[src/sv/deq_pkg.sv]
package deq_pkg;

  localparam int unsigned WORD_W   = 32;
  localparam int unsigned ACTION_W = 3;
  localparam int unsigned STATUS_W = 2;

  // request codes
  typedef enum logic [ACTION_W-1:0] {
    ACT_PUSH_FRONT = 3'd0,
    ACT_PUSH_BACK  = 3'd1,
    ACT_POP_FRONT  = 3'd2,
    ACT_POP_BACK   = 3'd3,
    ACT_PEEK_FRONT = 3'd4,
    ACT_PEEK_BACK  = 3'd5
  } action_e;

  // result status codes
  typedef enum logic [STATUS_W-1:0] {
    ST_DONE  = 2'd0,
    ST_EMPTY = 2'd1,
    ST_FULL  = 2'd2
  } status_e;

  // controller states
  typedef enum logic [1:0] {
    S_IDLE = 2'd0,
    S_EXEC = 2'd1,
    S_LOAD = 2'd2
  } ctrl_state_e;

  // commands from controller to datapath
  typedef struct packed {
    logic capture;  // latch the incoming request
    logic exec;     // access the store and update the ring pointers
    logic load;     // move the result into the output register
  } dp_cmd_t;

endpackage

[src/sv/deq_ctrl.sv]
module deq_ctrl (
  input  logic             clk_i,
  input  logic             rst_ni,
  input  logic             in_valid_i,
  output logic             in_stall_o,
  output logic             out_valid_o,
  input  logic             out_stall_i,
  output deq_pkg::dp_cmd_t cmd_o
);
  import deq_pkg::*;

  ctrl_state_e state_q, state_d;
  logic        out_valid_q, out_valid_d;
  logic        in_xfer;
  logic        load_ok;

  assign in_xfer = in_valid_i && !in_stall_o;
  assign load_ok = !out_valid_q || !out_stall_i;

  // next state
  always_comb begin
    state_d = state_q;
    case (state_q)
      S_IDLE: begin
        if (in_xfer) state_d = S_EXEC;
      end
      S_EXEC: state_d = S_LOAD;
      S_LOAD: begin
        if (load_ok) state_d = S_IDLE;
      end
      default: state_d = S_IDLE;
    endcase
  end

  // outputs and datapath commands
  always_comb begin
    in_stall_o    = 1'b1;
    cmd_o.capture = 1'b0;
    cmd_o.exec    = 1'b0;
    cmd_o.load    = 1'b0;
    case (state_q)
      S_IDLE: begin
        in_stall_o    = 1'b0;
        cmd_o.capture = in_valid_i;
      end
      S_EXEC: cmd_o.exec = 1'b1;
      S_LOAD: cmd_o.load = load_ok;
      default: in_stall_o = 1'b1;
    endcase
  end

  // output valid holds until the result transfer
  always_comb begin
    if (cmd_o.load) begin
      out_valid_d = 1'b1;
    end else if (out_valid_q && out_stall_i) begin
      out_valid_d = 1'b1;
    end else begin
      out_valid_d = 1'b0;
    end
  end

  always_ff @(posedge clk_i or negedge rst_ni) begin
    if (!rst_ni) begin
      state_q     <= S_IDLE;
      out_valid_q <= 1'b0;
    end else begin
      state_q     <= state_d;
      out_valid_q <= out_valid_d;
    end
  end

  assign out_valid_o = out_valid_q;

  // an accepted request always goes on to the store access
  a_accept_exec : assert property (@(posedge clk_i) disable iff (!rst_ni)
    in_xfer |=> state_q == S_EXEC)
    else $error("accepted request did not start execution");

  // a new result appears only from the load step
  a_rise_from_load : assert property (@(posedge clk_i) disable iff (!rst_ni)
    $rose(out_valid_q) |-> $past(state_q == S_LOAD))
    else $error("result valid rose outside the load step");

  // a result is never loaded over one still waiting
  a_no_overwrite : assert property (@(posedge clk_i) disable iff (!rst_ni)
    cmd_o.load |-> (!out_valid_q || !out_stall_i))
    else $error("result register overwritten while stalled");

endmodule

[src/sv/deq_datapath.sv]
module deq_datapath #(
  parameter int unsigned DEPTH = 16
) (
  input  logic                                clk_i,
  input  logic                                rst_ni,
  input  deq_pkg::dp_cmd_t                    cmd_i,
  input  logic [deq_pkg::ACTION_W-1:0]        action_i,
  input  logic signed [deq_pkg::WORD_W-1:0]   push_value_i,
  output logic signed [deq_pkg::WORD_W-1:0]   read_value_o,
  output logic [deq_pkg::STATUS_W-1:0]        status_o,
  output logic                                now_empty_o
);
  import deq_pkg::*;

  localparam int unsigned IW = $clog2(DEPTH);
  localparam int unsigned CW = $clog2(DEPTH + 1);
  localparam int unsigned SW = CW + 1;
  localparam logic [IW-1:0] LAST_IDX  = IW'(DEPTH - 1);
  localparam logic [CW-1:0] DEPTH_CNT = CW'(DEPTH);
  localparam logic [SW-1:0] DEPTH_SUM = SW'(DEPTH);

  // request registers
  logic [ACTION_W-1:0]      act_q;
  logic signed [WORD_W-1:0] val_q;

  // ring state
  logic [IW-1:0] front_q, front_d;
  logic [CW-1:0] count_q, count_d;

  // store and read port
  logic [WORD_W-1:0] mem [DEPTH];
  logic [WORD_W-1:0] rdata_q;
  logic              rd_en_q;
  status_e           st_q, st_d;

  // output register
  logic signed [WORD_W-1:0] read_value_q;
  logic [STATUS_W-1:0]      status_q;
  logic                     now_empty_q;

  logic          full, empty;
  logic [IW-1:0] front_dec, front_inc, back_pos, last_pos;
  logic [SW-1:0] back_sum, last_sum;
  logic          wr_en, rd_en;
  logic [IW-1:0] wr_addr, rd_addr;

  assign full  = (count_q == DEPTH_CNT);
  assign empty = (count_q == '0);

  // ring position arithmetic, sums stay below twice the depth while the ring holds an entry
  assign front_dec = (front_q == '0) ? LAST_IDX : front_q - 1'b1;
  assign front_inc = (front_q == LAST_IDX) ? '0 : front_q + 1'b1;
  assign back_sum  = SW'(front_q) + SW'(count_q);
  assign last_sum  = back_sum - 1'b1;
  assign back_pos  = (back_sum >= DEPTH_SUM) ? IW'(back_sum - DEPTH_SUM) : IW'(back_sum);
  assign last_pos  = (last_sum >= DEPTH_SUM) ? IW'(last_sum - DEPTH_SUM) : IW'(last_sum);

  // request decode
  always_comb begin
    front_d = front_q;
    count_d = count_q;
    wr_en   = 1'b0;
    rd_en   = 1'b0;
    wr_addr = back_pos;
    rd_addr = front_q;
    st_d    = ST_DONE;
    case (act_q)
      ACT_PUSH_FRONT, ACT_PUSH_BACK: begin
        if (full) begin
          st_d = ST_FULL;
        end else begin
          wr_en   = cmd_i.exec;
          count_d = count_q + 1'b1;
          if (act_q == ACT_PUSH_FRONT) begin
            wr_addr = front_dec;
            front_d = front_dec;
          end
        end
      end
      ACT_POP_FRONT, ACT_POP_BACK, ACT_PEEK_FRONT, ACT_PEEK_BACK: begin
        if (empty) begin
          st_d = ST_EMPTY;
        end else begin
          rd_en = cmd_i.exec;
          if (!(act_q inside {ACT_POP_FRONT, ACT_PEEK_FRONT})) rd_addr = last_pos;
          if (act_q == ACT_POP_FRONT) begin
            front_d = front_inc;
            count_d = count_q - 1'b1;
          end else if (act_q == ACT_POP_BACK) begin
            count_d = count_q - 1'b1;
          end
        end
      end
      default: st_d = ST_DONE;
    endcase
  end

  // store access, read data registered
  always_ff @(posedge clk_i) begin
    if (wr_en) mem[wr_addr] <= val_q;
    if (rd_en) rdata_q <= mem[rd_addr];
  end

  // payload registers
  always_ff @(posedge clk_i) begin
    if (cmd_i.capture) begin
      act_q <= action_i;
      val_q <= push_value_i;
    end
    if (cmd_i.exec) begin
      rd_en_q <= rd_en;
      st_q    <= st_d;
    end
    if (cmd_i.load) begin
      read_value_q <= rd_en_q ? $signed(rdata_q) : '0;
      status_q     <= st_q;
      now_empty_q  <= empty;
    end
  end

  // ring pointers
  always_ff @(posedge clk_i or negedge rst_ni) begin
    if (!rst_ni) begin
      front_q <= '0;
      count_q <= '0;
    end else if (cmd_i.exec) begin
      front_q <= front_d;
      count_q <= count_d;
    end
  end

  assign read_value_o = read_value_q;
  assign status_o     = status_q;
  assign now_empty_o  = now_empty_q;

  // entry count never passes the depth
  a_count_bound : assert property (@(posedge clk_i) disable iff (!rst_ni)
    count_q <= DEPTH_CNT)
    else $error("entry count above depth");

  // front index stays inside the ring
  a_front_bound : assert property (@(posedge clk_i) disable iff (!rst_ni)
    front_q <= LAST_IDX)
    else $error("front index outside the ring");

  // an accepted push grows the count by one
  a_push_grows : assert property (@(posedge clk_i) disable iff (!rst_ni)
    (cmd_i.exec && wr_en) |=> count_q == $past(count_q) + 1'b1)
    else $error("push did not grow the entry count");

endmodule

[src/sv/double_ended_queue_top.sv]
// channel  | valid       | stall       | payload
// ---------+-------------+-------------+-------------------------------------
// request  | in_valid_i  | in_stall_o  | action_i, push_value_i
// result   | out_valid_o | out_stall_i | read_value_o, status_o, now_empty_o
//
// each request passes through three steps: capture, store access, result load
// the single-port ring store with a registered read sets these steps
// one request is in flight at a time; the output register holds a result
// while the next request is captured and executed
// reset clears the front index, the count, the controller state and the
// result valid flag; the store needs no clearing pass
module double_ended_queue_top #(
  parameter int unsigned DEPTH = 16
) (
  input  logic                              clk_i,
  input  logic                              rst_ni,
  input  logic                              in_valid_i,
  output logic                              in_stall_o,
  input  logic [deq_pkg::ACTION_W-1:0]      action_i,
  input  logic signed [deq_pkg::WORD_W-1:0] push_value_i,
  output logic                              out_valid_o,
  input  logic                              out_stall_i,
  output logic signed [deq_pkg::WORD_W-1:0] read_value_o,
  output logic [deq_pkg::STATUS_W-1:0]      status_o,
  output logic                              now_empty_o
);
  import deq_pkg::*;

  dp_cmd_t cmd;

  // sequencing and handshakes
  deq_ctrl u_ctrl (
    .clk_i       (clk_i),
    .rst_ni      (rst_ni),
    .in_valid_i  (in_valid_i),
    .in_stall_o  (in_stall_o),
    .out_valid_o (out_valid_o),
    .out_stall_i (out_stall_i),
    .cmd_o       (cmd)
  );

  // ring store and pointers
  deq_datapath #(
    .DEPTH (DEPTH)
  ) u_datapath (
    .clk_i        (clk_i),
    .rst_ni       (rst_ni),
    .cmd_i        (cmd),
    .action_i     (action_i),
    .push_value_i (push_value_i),
    .read_value_o (read_value_o),
    .status_o     (status_o),
    .now_empty_o  (now_empty_o)
  );

endmodule
[config.mk]
export PLATFORM = sky130hd
export DESIGN_NAME = double_ended_queue_top
export DESIGN_NICKNAME = d
export VERILOG_FILES = /design/src/sv/deq_pkg.sv /design/src/sv/deq_ctrl.sv /design/src/sv/deq_datapath.sv /design/src/sv/double_ended_queue_top.sv
export SDC_FILE = /design/constraint.sdc
export NUM_CORES = 1
export LEC_CHECK = 0
export BUFFER_PORTS_ARGS = -buffer_cell sky130_fd_sc_hd__clkbuf_2
export CORE_AREA = 2 2 247 249
export DETAILED_ROUTE_END_ITERATION = 12
export DIE_AREA = 0 0 249 251
export GPL_ROUTABILITY_DRIVEN = 0
export PLACE_DENSITY = 0.78
export SYNTH_ARGS = -nofsm -noshare
export SYNTH_HDL_FRONTEND = slang
export SYNTH_SLANG_ARGS = --single-unit
[constraint.sdc]
create_clock -name clk_i -period 9.4 [get_ports clk_i]
set_input_delay 2.82 -clock clk_i [delete_from_list [all_inputs] [get_ports clk_i]]
set_output_delay 2.82 -clock clk_i [all_outputs]
set_load 0.01 [all_outputs]
==> metrics.cfg, run 1 <==
[run_status]
outcome = completed

[sta]
finalHoldViolations = 0
setup_violations = 0
fin_skew_ns = 0.0165
slew_headroom_pct = 20.2
rsz0062_at_grt = no
max_freq_mhz = 197
setup_tns_ns = 0
period_share_pct = 54.0
holdWs_ns = 0.419
min_period_ns = 5.08
slew_viol_final = 0
fin_ws_ns = 4.32
worstMarginPinSlew_ns = 1.20

[hold_path]
hp-start = u_datapath.st_q[1]$_DFFE_PN_
min_path_cells = 0
holdPathEnd = u_datapath.status_o[1]$_DFFE_PP_
hold_path.class = reg2reg

[placed_design]
dp_hpwl_mm = 35.4
place_area_um2 = 30900
port_buffers = 75
dp.cells = 2688
post-place-ws_ns = 4.39

[synth]
yosys.area_share.adder_pct = 0.513
async_flop_share_pct = 1.91
ys_ff_latch = 629
yosys_warnings = 0
synth-simple-area-share_pct = 2.40
ys_dominant_reg_cell = edfxtp_1
synth_mux_area_share_pct = 27.5
syn-cell-area_um2 = 29700
synth_cell_types = 41
synth_top_family_by_area = multiplexers
synth_xor_area_share_pct = 0.686
synthCells = 1918
synth_edf_count = 617
synth_compound_area_share_pct = 3.32
ys_seq_area_share_pct = 63.3
syn_nets = 1968
syn_avg_cell_area_um2 = 15.5

[clocking]
max-clock-path-buffers = 3
postCtsSetupRepairBufs = 0
insertion_delay_ns = 0.60
clk_pin_slew_ns = 0.06
numCtsBuffers = 69
holdBufCountCts = 0
htreeDepth = 3
cts_tree = built
cts_root_buf = clkbuf_16
cts.repair.resized = 0
clock_sinks = 629

[pwr]
comb_power_share_pct = 44.5
p_int_mw = 7.26
power_mw = 11.5
p_sw_mw = 4.22
seqPwrFrac_pct = 32.1
irDropWorstVdd_v = 0.000461
power.density_nw_per_um2 = 346
leakagePower_nw = 13.5
p_sw_share_pct = 36.7
p_clk_share_pct = 23.3

[layout]
final_common_cell = mux2i_1
seq_area_um2 = 18800
final_cell_area_um2 = 33200
layout.cells.non_filler = 2810
antennaDiodeCount = 0
fillers = 4623
drive_above_1_share_pct = 13.6
layout_common_cells = mux2i_1, edfxtp_1, o22ai_1, nor2_1, clkbuf_2
syn2layout_area_growth_pct = 11.6
final_nets = 2027
fin_util_pct = 55.5
multi_input_area_um2 = 10400

[grt]
grt_first_pass_wirelength_mm = 105
grt_max_degree = 144
antenna_found_initial = 0
grt-ovfl-total = 0
grt_usage_pct = 22.1
grt_pass1_vias = 17848

[critical_path]
crit_required_ns = 9.75
ff2ff_setup_slack_ns = 4.32
r2r-start = u_datapath.front_q[0]$_DFFE_PN0P_
critPathCaptureType = flip-flop
critPathLaunchType = flip-flop
reg2reg_depth = 8
critPathSlowestCell = dfrtp_4
cpPeakStageDelay_ns = 1.01
worstPathArrival_ns = 5.43
worstReg2RegEnd = u_datapath.rdata_q[23]$_DFFE_PP_
crit_type = reg2reg
crit_chain = ha_4, buf_4, buf_4, mux2i_1, mux2i_1, o22ai_1, nor2_1, mux2_2
cp_max_fo = 62

[floorplan]
initial_utilization_pct = 49.7
row_count = 90
fp.dieW_um = 249
core_area_um2 = 59800
io_pins = 76
die_h_um = 251
dieArea_um2 = 62500

[job]
drv_cap = 0

[route]
vias = 17205
wire_per_inst_um = 24.8
drt_first_pass_iters = 5
wirelength_mm = 69.8
drtAntennaViolNets = 0
drt_iter0_drc = 1593
drc = 0
vias_per_cell = 6.12

## kinds of logic after synthesis
kind of cell    Yosys count
compound gates          158
xor+xnor                 16
simple gates            160
mux                     810
buf+inv                 134
flops                   629
fa+ha+maj                11
## cells in the mapped netlist, drive strengths merged, types with 3 or more instances
library cell	instances	area (um^2)
ha	9	113
o22ai	128	801
edfxtp	617	18500
o211ai	3	27.5
clkbuf	72	272
and2	33	206
inv	12	45.0
nor2	95	357
xnor2	6	52.6
nor3	5	25.0
a21o	4	30.0
xnor3	3	67.6
buf	50	340
mux2i	774	7780
dfrtp	12	300
o21ai	11	55.1
a21oi	8	40.0
nand2	19	71.3
mux2	36	409
xor2	6	60.1
## critical path: cells and delay by family, from the launching register on
kind                       cells  cell delay, ns
AOI/OAI and AO/OA              1            0.22
adders and majority gates      1            0.80
buffers and inverters          2            1.86
and+or+nand+nor                1            0.06
muxes                          3            0.69
DFF                            1            1.01
## sequential cells by signal (all words and copies together), names as in the netlist
register	count
u_datapath.front_q	4
u_datapath.rd_en_q	1
u_datapath.rdata_q	32
u_datapath.now_empty_o	1
u_ctrl.state_q	2
u_ctrl.out_valid_o	1
u_datapath.read_value_o	32
u_datapath.count_q	5
u_datapath.act_q	3
u_datapath.st_q	2
u_datapath.val_q	32
u_datapath.mem	512
u_datapath.status_o	2
## routing by layer
layer	routed length [um]	vias up	GRT usage, %
met5	0	-	0
met4	1810	0	7.84
met3	3500	119	2.93
met2	35000	506	38.6
met1	29400	8967	28.3
li1	-	7613	-
## power groups by stage
stage          clock (mW)  combinational [mW]  sequential, mW
2_1_floorplan           0                3.98            3.62
3_3_place_gp            0                4.92            3.73
3_5_place_dp            0                5.06            3.74
4_1_cts              2.71                5.09            3.69
5_1_grt              2.83                5.45            3.72
6_report             2.68                5.11            3.69
## final cells by class
class / instances / area share (%)
well taps: 782 / 2.95
repair buffers: 110 / 1.96
inverters: 12 / 0.136
flip-flops and latches: 629 / 56.8
clock inverters: 39 / 1.18
clock buffers: 83 / 5.56
multi-input cells: 1155 / 31.4
## worst max-delay path by stage
stage / from / endpoint / slack [ns] / depth (start not counted)
after detailed placement: u_datapath.front_q[0]$_DFFE_PN0P_ / u_datapath.rdata_q[17]$_DFFE_PP_ / 4.39 / 8
after floorplan: out_stall_i / u_datapath.now_empty_o$_DFFE_PP_ / 4.45 / 1
final: u_datapath.front_q[0]$_DFFE_PN0P_ / u_datapath.rdata_q[23]$_DFFE_PP_ / 4.32 / 8
after CTS: u_datapath.count_q[0]$_DFFE_PN0P_ / u_datapath.rdata_q[0]$_DFFE_PP_ / 4.39 / 9
after global routing: u_datapath.front_q[0]$_DFFE_PN0P_ / u_datapath.rdata_q[21]$_DFFE_PP_ / 4.15 / 8
after global placement: u_datapath.front_q[0]$_DFFE_PN0P_ / u_datapath.rdata_q[19]$_DFFE_PP_ / 4.52 / 8
No activity file was read; power rests on OpenSTA's default activity.
==> inputs of run 2 (changes only) <==
ABC_AREA = 1   (was default)
CORE_AREA = 2 2 236 238   (was 2 2 247 249)
DIE_AREA = 0 0 238 240   (was 0 0 249 251)
PLACE_DENSITY = 0.8   (was 0.78)
clock period = 4.25 ns   (was 9.4 ns; I/O delays follow)
==> metrics.cfg, run 2 <==
[synth]
synthCells = 2410  ; was 1918
ys_ff_latch = 629  ; unchanged
synth_top_cell_by_area = edfxtp_1  ; unchanged
syn_avg_cell_area_um2 = 11.2  ; was 15.5 um^2
ys_seq_area_share_pct = 69.9  ; was 63.3%
syn-cell-area_um2 = 26900  ; was 29700 um^2
ys_dominant_reg_cell = edfxtp_1  ; unchanged
async_flop_share_pct = 1.91  ; unchanged
syn_nets = 2460  ; was 1968
synthTopCellsByArea = edfxtp_1, nand3_1, inv_1  ; was edfxtp_1, mux2i_1, o22ai_1
yosysMostFrequentCell = edfxtp_1  ; was mux2i_1
synthDominantCellAreaShare_pct = 68.8  ; was 62.3%
synth_cell_types = 33  ; was 41
synth.top_cells.by_count = edfxtp_1, nand3_1, inv_1  ; was mux2i_1, edfxtp_1, o22ai_1
yosys_warnings = 0  ; unchanged
synth_edf_count = 617  ; unchanged

[layout]
syn2layout_area_growth_pct = 13.6  ; was 11.6%
final_nets = 2532  ; was 2027
largest_reg_flops = 512  ; unchanged
layout.cells.non_filler = 3238  ; was 2810
final_cell_area_um2 = 30600  ; was 33200 um^2
layout_common_cells = edfxtp_1, nand3_1, inv_1, nand2_1, nand3b_1  ; was mux2i_1, edfxtp_1, o22ai_1, nor2_1, clkbuf_2
final_common_cell = edfxtp_1  ; was mux2i_1
antennaDiodeCount = 0  ; unchanged
drive_above_1_share_pct = 10.1  ; was 13.6%
regMostFlops = u_datapath.mem  ; unchanged
fin_util_pct = 55.9  ; was 55.5%

[critical_path]
cp_max_fo = 36  ; was 62
crit_required_ns = 4.60  ; was 9.75 ns
critPathLaunchType = flip-flop  ; unchanged
crit_type = reg2reg  ; unchanged
worstPathArrival_ns = 3.85  ; was 5.43 ns
critPathSlowestCell = buf_4  ; was dfrtp_4
cpPeakStageDelay_ns = 0.60  ; was 1.01 ns
crit_family = adder cells  ; was buffers and inverters
crit_chain = ha_1, fa_1, inv_1, ha_1, xnor2_1, nand2_1, o21ai_4, buf_4, nand3_1, nand3_1, nand2_1  ; was ha_4, buf_4, buf_4, mux2i_1, mux2i_1, o22ai_1, nor2_1, mux2_2
critPathCaptureType = flip-flop  ; unchanged
path_buf_inv = 2  ; unchanged

[floorplan]
io_pins = 76  ; unchanged
core_area_um2 = 54700  ; was 59800 um^2
die_h_um = 240  ; was 251 um
dieArea_um2 = 57100  ; was 62500 um^2
fp.dieW_um = 238  ; was 249 um
initial_utilization_pct = 49.3  ; was 49.7%
row_count = 86  ; was 90

[route]
drt_iter0_drc = 2156  ; was 1593
vias = 18294  ; was 17205
drt_first_pass_iters = 8  ; was 5
vias_per_cell = 5.65  ; was 6.12
wire_per_inst_um = 20.8  ; was 24.8 um
wirelength_mm = 67.3  ; was 69.8 mm
drtAntennaViolNets = 0  ; unchanged
drc = 0  ; unchanged

[grt]
grt-ovfl-total = 0  ; unchanged
grt_usage_pct = 23.9  ; was 22.1%
grt_pass1_vias = 18591  ; was 17848
grt_first_pass_wirelength_mm = 104  ; was 105 mm
grt_max_degree = 92  ; was 144
antenna_found_initial = 0  ; unchanged

[job]
drv_cap = 0  ; unchanged

[hold_path]
hold_path.class = reg2reg  ; unchanged

[clocking]
max-clock-path-buffers = 3  ; unchanged
clock_sinks = 629  ; unchanged
clk_pin_slew_ns = 0.06  ; about the same
insertion_delay_ns = 0.60  ; about the same
holdBufCountCts = 0  ; unchanged
cts.repair.resized = 0  ; unchanged
postCtsSetupRepairBufs = 0  ; unchanged
htreeDepth = 3  ; unchanged
cts_root_buf = clkbuf_16  ; unchanged
numCtsBuffers = 67  ; was 69
cts_tree = built  ; unchanged

[sta]
period_share_pct = 82.2  ; was 54.0%
min_period_ns = 3.49  ; was 5.08 ns
rsz0062_at_grt = no  ; unchanged
fin_skew_ns = 0.0256  ; was 0.0165 ns
worstMarginPinSlew_ns = 1.33  ; was 1.20 ns
finalHoldViolations = 0  ; unchanged
slew_headroom_pct = 10.8  ; was 20.2%
setup_violations = 0  ; unchanged
fin_ws_ns = 0.757  ; was 4.32 ns
max_freq_mhz = 286  ; was 197 MHz
setup_tns_ns = 0  ; unchanged
slew_viol_final = 0  ; unchanged

[placed_design]
port_buffers = 75  ; unchanged
dp_hpwl_mm = 35.5  ; was 35.4 mm
post-place-ws_ns = 0.861  ; was 4.39 ns
place_area_um2 = 28300  ; was 30900 um^2
dp.cells = 3117  ; was 2688

[pwr]
leakagePower_nw = 12.6  ; was 13.5 nW
power.density_nw_per_um2 = 739  ; was 346 nW/um^2
irDropWorstVdd_v = 0.000605  ; was 0.000461 V

[run_status]
outcome = completed  ; unchanged

[run 2: changes by cell type after synthesis, moves of 19 or more]
cell      before  now
o22ai_1      128    0
and2_1        33    0
nand3_1        1  529
nand3b_1       0   97
clkbuf_1      71   40
nor2_1        95   32
buf_2         17   67
mux2_2        35    0
buf_4         27    8
nand2_1       19  457
mux2i_1      771    0
inv_1         12  481
[run 2: worst reg2reg max path, cell delays in order (launching register included)]
cell and delay, ns:
dfrtp_1 0.46, ha_1 0.24, fa_1 0.49, inv_1 0.07, ha_1 0.22, xnor2_1 0.16
nand2_1 0.11, o21ai_4 0.48, buf_4 0.61, nand3_1 0.21, nand3_1 0.13, nand2_1 0.06
[run 2: final cells by class]
type	instances	area, um^2
Tap cell	704	881
Timing Repair Buffer	123	886
Multi-Input combinational cell	1175	5910
Inverter	486	1820
Clock buffer	92	1870
Sequential cell	629	18800
Fill cell	4204	24100
Clock inverter	29	375
[run 2: metal layers]
metal  GRT usage (%)  up-vias  part of all wire (%)  wire, um
li1                -     8152                     -         -
met4            12.0        0                   4.1      2740
met2            39.4     1168                    48     32200
met3            4.47      213                    11      7080
met1            30.7     8761                    38     25300
met5               0        -                     0         0
[run 2: report_power, final]
part           internal (mW)  switching, mW
logic                   2.54           6.09
registers               7.61          0.367
clock network           3.63           2.34
[run 2: final timing paths]
kind                       slack, ns  depth (start not counted)                           endpoint                              start
max                             0.76                         11    u_datapath.rdata_q[3]$_DFFE_PP_  u_datapath.front_q[0]$_DFFE_PN0P_
min                             0.42                          0   u_datapath.status_o[0]$_DFFE_PP_       u_datapath.st_q[0]$_DFFE_PN_
max reg2reg                     0.76                         11    u_datapath.rdata_q[3]$_DFFE_PP_  u_datapath.front_q[0]$_DFFE_PN0P_
min reg2reg                     0.42                          0   u_datapath.status_o[0]$_DFFE_PP_       u_datapath.st_q[0]$_DFFE_PN_
max in group asynchronous       3.43                          1  u_datapath.front_q[3]$_DFFE_PN0P_                             rst_ni
min in group asynchronous       0.57                          1  u_datapath.count_q[0]$_DFFE_PN0P_                             rst_ni
[run 2: per-stage QoR]
| step | hold WS, ns | total power, mW |
|---|---|---|
| 3_3_place_gp | 0.415 | 16.1 |
| 5_1_grt | 0.423 | 23.7 |
| 6_report | 0.416 | 22.6 |
| 2_1_floorplan | 0.400 | 13.8 |
| 3_5_place_dp | 0.405 | 16.5 |
| 4_1_cts | 0.417 | 22.5 |
[run 2: kinds of logic (layout without fill, tap and decap cells)]
logic type | count (synthesis) | count (layout) | share of synthesized area (%)
AOI/OAI and AO/OA | 23 | 23 | 0.469
xor gates and xnor gates | 8 | 8 | 0.260
adders and majority gates | 11 | 11 | 0.567
buffers and inverters | 606 | 730 | 8.87
DFF | 629 | 629 | 69.9
and+or+nand+nor | 1133 | 1133 | 19.9
